==> src/rtl/cpbt_pkg.sv <==
`default_nettype none

package cpbt_pkg;

    localparam int unsigned ADDR_W = 48;

    // Opcodes as they arrive on the item port.
    localparam logic [1:0] OP_SET   = 2'd0;
    localparam logic [1:0] OP_CLEAR = 2'd1;
    localparam logic [1:0] OP_QUERY = 2'd2;

    // Classified command kinds; an unused opcode folds into a query.
    localparam logic [1:0] KIND_SET   = 2'd0;
    localparam logic [1:0] KIND_CLEAR = 2'd1;
    localparam logic [1:0] KIND_QUERY = 2'd2;

    typedef struct packed {
        logic [1:0]        opcode;
        logic [ADDR_W-1:0] virt_addr;
    } t_cpbt_in;

    typedef struct packed {
        logic was_marked;
        logic block_known;
        logic table_full;
        logic block_freed;
    } t_cpbt_out;

    typedef struct packed {
        logic [1:0]        kind;
        logic [ADDR_W-1:0] virt_addr;
    } t_cpbt_cmd;

endpackage

`default_nettype wire

==> src/rtl/cpbt_front.sv <==
`default_nettype none

module cpbt_front (
    input  wire logic                i_clk,
    input  wire logic                i_rst_n,
    input  wire logic                i_push,
    input  wire cpbt_pkg::t_cpbt_in  i_item,
    input  wire logic                i_pop,
    output logic                     o_full,
    output logic                     o_q_valid,
    output cpbt_pkg::t_cpbt_cmd      o_q_cmd
);

    cpbt_pkg::t_cpbt_cmd r_slot [2];
    logic                r_wptr;
    logic                r_rptr;
    logic [1:0]          r_cnt;
    logic [1:0]          n_cnt;
    cpbt_pkg::t_cpbt_cmd cmd;

    // Classify the opcode.
    always_comb begin
        cmd.virt_addr = i_item.virt_addr;
        case (i_item.opcode)
            cpbt_pkg::OP_SET:   cmd.kind = cpbt_pkg::KIND_SET;
            cpbt_pkg::OP_CLEAR: cmd.kind = cpbt_pkg::KIND_CLEAR;
            cpbt_pkg::OP_QUERY: cmd.kind = cpbt_pkg::KIND_QUERY;
            default:            cmd.kind = cpbt_pkg::KIND_QUERY;
        endcase
    end

    always_comb begin
        n_cnt = r_cnt;
        if (i_push && !i_pop) begin
            n_cnt = r_cnt + 2'd1;
        end else if (!i_push && i_pop) begin
            n_cnt = r_cnt - 2'd1;
        end
    end

    always_ff @(posedge i_clk) begin
        if (!i_rst_n) begin
            r_wptr <= 1'b0;
            r_rptr <= 1'b0;
            r_cnt  <= 2'd0;
        end else begin
            r_cnt <= n_cnt;
            if (i_push) begin
                r_wptr <= ~r_wptr;
            end
            if (i_pop) begin
                r_rptr <= ~r_rptr;
            end
        end
    end

    always_ff @(posedge i_clk) begin
        if (i_push) begin
            r_slot[r_wptr] <= cmd;
        end
    end

    assign o_full    = (r_cnt == 2'd2);
    assign o_q_valid = (r_cnt != 2'd0);
    assign o_q_cmd   = r_slot[r_rptr];

`ifndef SYNTHESIS
    a_no_pop_empty: assert property (@(posedge i_clk) disable iff (!i_rst_n)
        i_pop |-> r_cnt != 2'd0)
        else $error("queue popped while empty");
    a_no_push_full: assert property (@(posedge i_clk) disable iff (!i_rst_n)
        i_push |-> (r_cnt != 2'd2 || i_pop))
        else $error("queue pushed while full");
    a_cnt_bound: assert property (@(posedge i_clk) disable iff (!i_rst_n)
        r_cnt != 2'd3)
        else $error("queue count beyond two entries");
`endif

endmodule

`default_nettype wire

==> config.mk <==
export PLATFORM = sky130hd
export DESIGN_NAME = cpbt_front
export DESIGN_NICKNAME = d
export VERILOG_FILES = /design/src/rtl/cpbt_pkg.sv /design/src/rtl/cpbt_front.sv
export SDC_FILE = /design/constraint.sdc
export NUM_CORES = 1
export LEC_CHECK = 0
export BUFFER_PORTS_ARGS = -buffer_cell sky130_fd_sc_hd__clkbuf_2
export CAP_MARGIN = 20
export CORE_ASPECT_RATIO = 2
export CORE_UTILIZATION = 40
export DETAILED_ROUTE_END_ITERATION = 8
export MAX_ROUTING_LAYER = met4
export SLEW_MARGIN = 20
export SYNTH_ARGS = -nofsm -noshare
export SYNTH_HDL_FRONTEND = slang
export SYNTH_SLANG_ARGS = --single-unit
==> constraint.sdc <==
create_clock -name i_clk -period 9.7 [get_ports i_clk]
set_input_delay 1.455 -clock i_clk [delete_from_list [all_inputs] [get_ports i_clk]]
set_output_delay 1.455 -clock i_clk [all_outputs]
set_load 0.01 [all_outputs]
---- Word-level counts from Yosys, hierarchy flattened ----
Memory sizes are Yosys's and may differ from the RTL's. A register that Yosys moved wholly into a read port is not among the register bits.
Cells that the tools add are included.
storage, ports and cells
  register bits after elaboration ......... 4
  memory bits (writable) .................. 100
  logic and storage cells ................. 24
  memories kept ........................... 1
cells by class
  $add $sub $neg .......................... 2
  eq/ne operators ......................... 2
  muxes and demuxes ....................... 7
  bitwise logic cells ..................... 2
  reductions and logical operators ........ 7
memory list
  memory  words  bits a word  read ports  clocked after Yosys merged registers in  write ports  RTL line          RTL
  r_slot  2      50           1           1                                        1            cpbt_front.sv:14  cpbt_pkg::t_cpbt_cmd r_slot [2];
operators with widths
  kind                                                 count
  two-way mux 1 bit                                    4
  two-way mux 2 bit                                    2
  case mux 2 bit (2 select lines)                      1
  nonzero test 2 bit                                   2
  adder 2 x 1 -> 2 bit, second input constant          1
  equality test 2 x 1 -> 1 bit, second input constant  1
  equality test 2 bit, second input constant           1
  logical AND 1 bit                                    2
  zero test 1 bit                                      2
  zero test 2 bit                                      1
  NOT 1 bit                                            2
  subtractor 2 x 1 -> 2 bit, second input constant     1

---- Logic depth before layout (Yosys ltp) ----
  depth after elaboration ................. 4
  gate-level depth with buffers ........... 5

---- Worst setup path after synthesis ----
No wires, ideal clock.
  path kind ............................... input to register
  start ................................... input i_push
  end ..................................... memory r_slot[0][0] in the netlist's numbering, enable pin
  setup time .............................. 0.465 ns
  arrival ................................. 3.702 ns
  data required time ...................... 9.235 ns
  slack ................................... 5.533 ns
  cell stages on the path ................. 1
  buffers on the path ..................... 0
  cells stage by stage .................... nor2b_1
on the way
  word-level cells in the longest chain between the ends .. 2
ends and longest elaborated chain
  element                                  RTL line          RTL
  start, declared                          cpbt_front.sv:6   input wire logic i_push,
  two-way mux 1 bit                        cpbt_front.sv:58  if (i_push) begin
  two-way mux 1 bit (implied by the code)  cpbt_front.sv:59  r_slot[r_wptr] <= cmd;
  end, declared                            cpbt_front.sv:14
Every way passes these cells.

==> flow_metrics.py <==
metrics = {
    "clocking": {
        "cts_max_path_buffers": 2,
        "post_cts_setup_buffers": 0,
        "clkSlewWorstSetupHoldPaths_ns": 0.06,
        "htreeDepth": 3,
        "clkLatencyLatePin_ns": 0.34,
        "clock_sinks": 105,
        "cts.root.buffer_cell": "clkbuf_16",
        "cts-buffers-inserted": 9,
        "tritoncts": "yes",
        "cts_repair_resize_count": 0,
        "holdBufCountCts": 0,
    },
    "route": {
        "drtPass1Iterations": 8,
        "avgRoutedWirePerCell_um": 17.1,
        "vias": 1931,
        "drt_iter0_markers": 65,
        "ant_nets": 0,
        "viasPerCell": 4.82,
        "route.final.wire_length_um": 6870,
        "drcViolationCount": 2,
    },
    "floorplanning": {
        "initial_core_util": 0.412,
        "floorplan.core_area_sq_um": 9320,
        "num_io_pins": 106,
        "placement_rows": 50,
        "die_h_um": 141,
        "die_x_um": 71.3,
        "die_ar_sq_um": 10000,
    },
    "yosys": {
        "synth.lib_cells_used.distinct": 19,
        "yosys_warnings": 0,
        "syn-instance-count": 180,
        "netlist_area_sq_um": 3840,
        "postSynth.topFlopCell": "edfxtp_1",
        "part_of_the_yosys_area_used_for_sequential_elements": 0.808,
        "yosys.cell_count.top_type": "edfxtp_1",
        "synthesis.nets": 235,
        "post_synth_main_area_contributors": "edfxtp_1, mux2_2, dfxtp_1",
        "synth_commonest_cells": "edfxtp_1, mux2_2, buf_4, dfxtp_1",
        "yosys.area.top_type": "edfxtp_1",
        "postSynthAreaPerCell_sq_um": 21.3,
        "yosys_register_bits": 105,
        "synth-async-reset-ratio": 0,
        "synth_top_cell_area_share": 0.782,
        "synth-edff-count": 100,
    },
    "worst_setup_path": {
        "launching_element_type_of_the_critical_path": "flop",
        "critPathKind": "reg2out",
        "critical-path-slowest-cell": "dfxtp_2",
        "required_ns": 8.25,
        "worstPathMaxFanout": 26,
        "arrival_time_of_the_worst_setup_path_ns": 2.03,
        "timing.reg2reg.setup_slack_ns": 7.90,
        "cell_chain_critical_path": "buf_4, mux2_2, clkbuf_2",
        "critical_path.endpoint_type": "output port",
        "crit_path_max_incr_delay_ns": 0.71,
    },
    "grt": {
        "first_global_vias": 2036,
        "grt_usage": 0.147,
        "grt_antenna_before_repair": 0,
        "grt_pass1_wl_um": 10200,
        "grt_start_max_net_pins": 28,
        "overflow": 0,
    },
    "power_and_ir_drop": {
        "power-per-cell-area_nw_per_um2": 203,
        "irDropWorstVdd_v": 0.000134,
        "totalPowerFinal_mw": 0.966,
        "leakage_nw": 1.82,
    },
    "place": {
        "postPlaceCellArea_sq_um": 4480,
        "place.gp.congestion": 0.699,
        "detailedPlacementHpwl_um": 4740,
        "io_buffer_count": 105,
    },
    "layout": {
        "layout-drive-gt1-share": 0.579,
        "layout.nets": 347,
        "final_core_util": 0.510,
        "area_growth_pct": 23.9,
        "stdcell_area_sq_um": 4760,
        "diode_count": 0,
    },
    "sta": {
        "max_slew_margin": 0.479,
        "min_period_ns": 3.49,
        "unrepaired_setup_endpoints_after_global_routing": "false",
        "finalHoldViolations": 0,
        "timing.final.crit_share": 0.360,
        "finalSetupTns_ns": 0,
        "finalClockSkew_ns": 0.00527,
        "max_freq_ghz": 0.287,
        "final_number_of_max_transition_violations": 0,
        "final-setup-viol-count": 0,
        "fin_hold_ws_ns": 0.524,
        "worst_pin_slew_ns": 0.780,
    },
    "worst_hold_path": {
        "hold_path_class": "reg2reg",
    },
    "outcome": {
        "run_status": "finished with violations",
        "failed_checks": "design-rule violations",
    },
    "flow_run": {
        "cap_violations": 0,
    },
}
-- cells by family (layout without fill, tap and decap cells) --
group,Yosys count,count (layout),synth area share
compound gates,3,3,0.00521
xor+xnor,3,3,0.00684
fa+ha+maj,1,1,0.00326
buf+inv,8,125,0.0130
flops,105,105,0.808
mux,50,50,0.147
simple gates,10,10,0.0169
-- cell type report --
type                            count  area [sq um]
Fill cell                         799          4560
Sequential cell                   105          3100
Multi-Input combinational cell     67           696
Timing Repair Buffer              108           548
Clock buffer                       14           264
Tap cell                          104           130
Clock inverter                      2          12.5
Inverter                            1          3.75
-- critical path: cells and delay by family (launching register included) --
family	cells	cell delay, ns
buf+inv	2	0.57
mux	1	0.39
flops	1	0.71
-- where the power goes --
part	switching, mW	internal (mW)
combinational	0.0497	0.0489
sequential	0.0104	0.523
clock	0.145	0.188
total	0.206	0.760
-- metal layers --
layer | GRT usage | up-vias | share of wire
li1 | - | 926 | -
met1 | 0.135 | 935 | 0.33
met2 | 0.266 | 61 | 0.60
met3 | 0.0273 | 9 | 0.043
met4 | 0.100 | 0 | 0.028
met5 | - | - | 0
-- stage by stage --
step,std cells,setup WS [ns]
final,401,6.21
after global routing,401,6.07
after CTS,401,6.14
after detailed placement,385,6.52
after global placement,385,6.53
after floorplan,180,5.53
-- placed cells by master, fill, tap and decap left out --
master      synthesis  routed
clkbuf_1            1       3
nor2b_4             0       1
mux2_1              4       4
or2_2               1       1
o21ai_0             1       1
o21a_1              1       1
a21boi_1            1       1
inv_1               1       1
xor2_1              2       2
clkinv_2            0       1
nor2b_1             3       2
and2b_2             1       1
mux2_2             46      46
clkinvlp_4          0       1
buf_4               5       3
edfxtp_1          100     100
clkbuf_16           0       9
ha_1                1       1
or3_1               1       1
and2_1              4       3
dfxtp_2             0       1
xnor2_1             1       1
clkbuf_8            0       2
clkbuf_2            0     105
and2_2              0       1
dfxtp_1             5       4
-- final timing paths --
kind / to / depth (start not counted) / start
worst max-delay path: o_q_cmd[29] / 3 / flop
worst min-delay path: r_cnt[1]$_SDFFE_PN0P_ / 2 / r_cnt[1]$_SDFFE_PN0P_
worst max register to register: r_slot[0][41]$_DFFE_PP_ / 2 / r_wptr$_SDFFE_PN0P_
worst min register to register: r_cnt[1]$_SDFFE_PN0P_ / 2 / r_cnt[1]$_SDFFE_PN0P_
-- sequential cells by signal, summed over array words and instances (netlist names), named ones only --
name	flops
r_slot	100
r_rptr	1
r_cnt	2
r_wptr	1
Note: power is estimated with default switching activity, not from simulation.
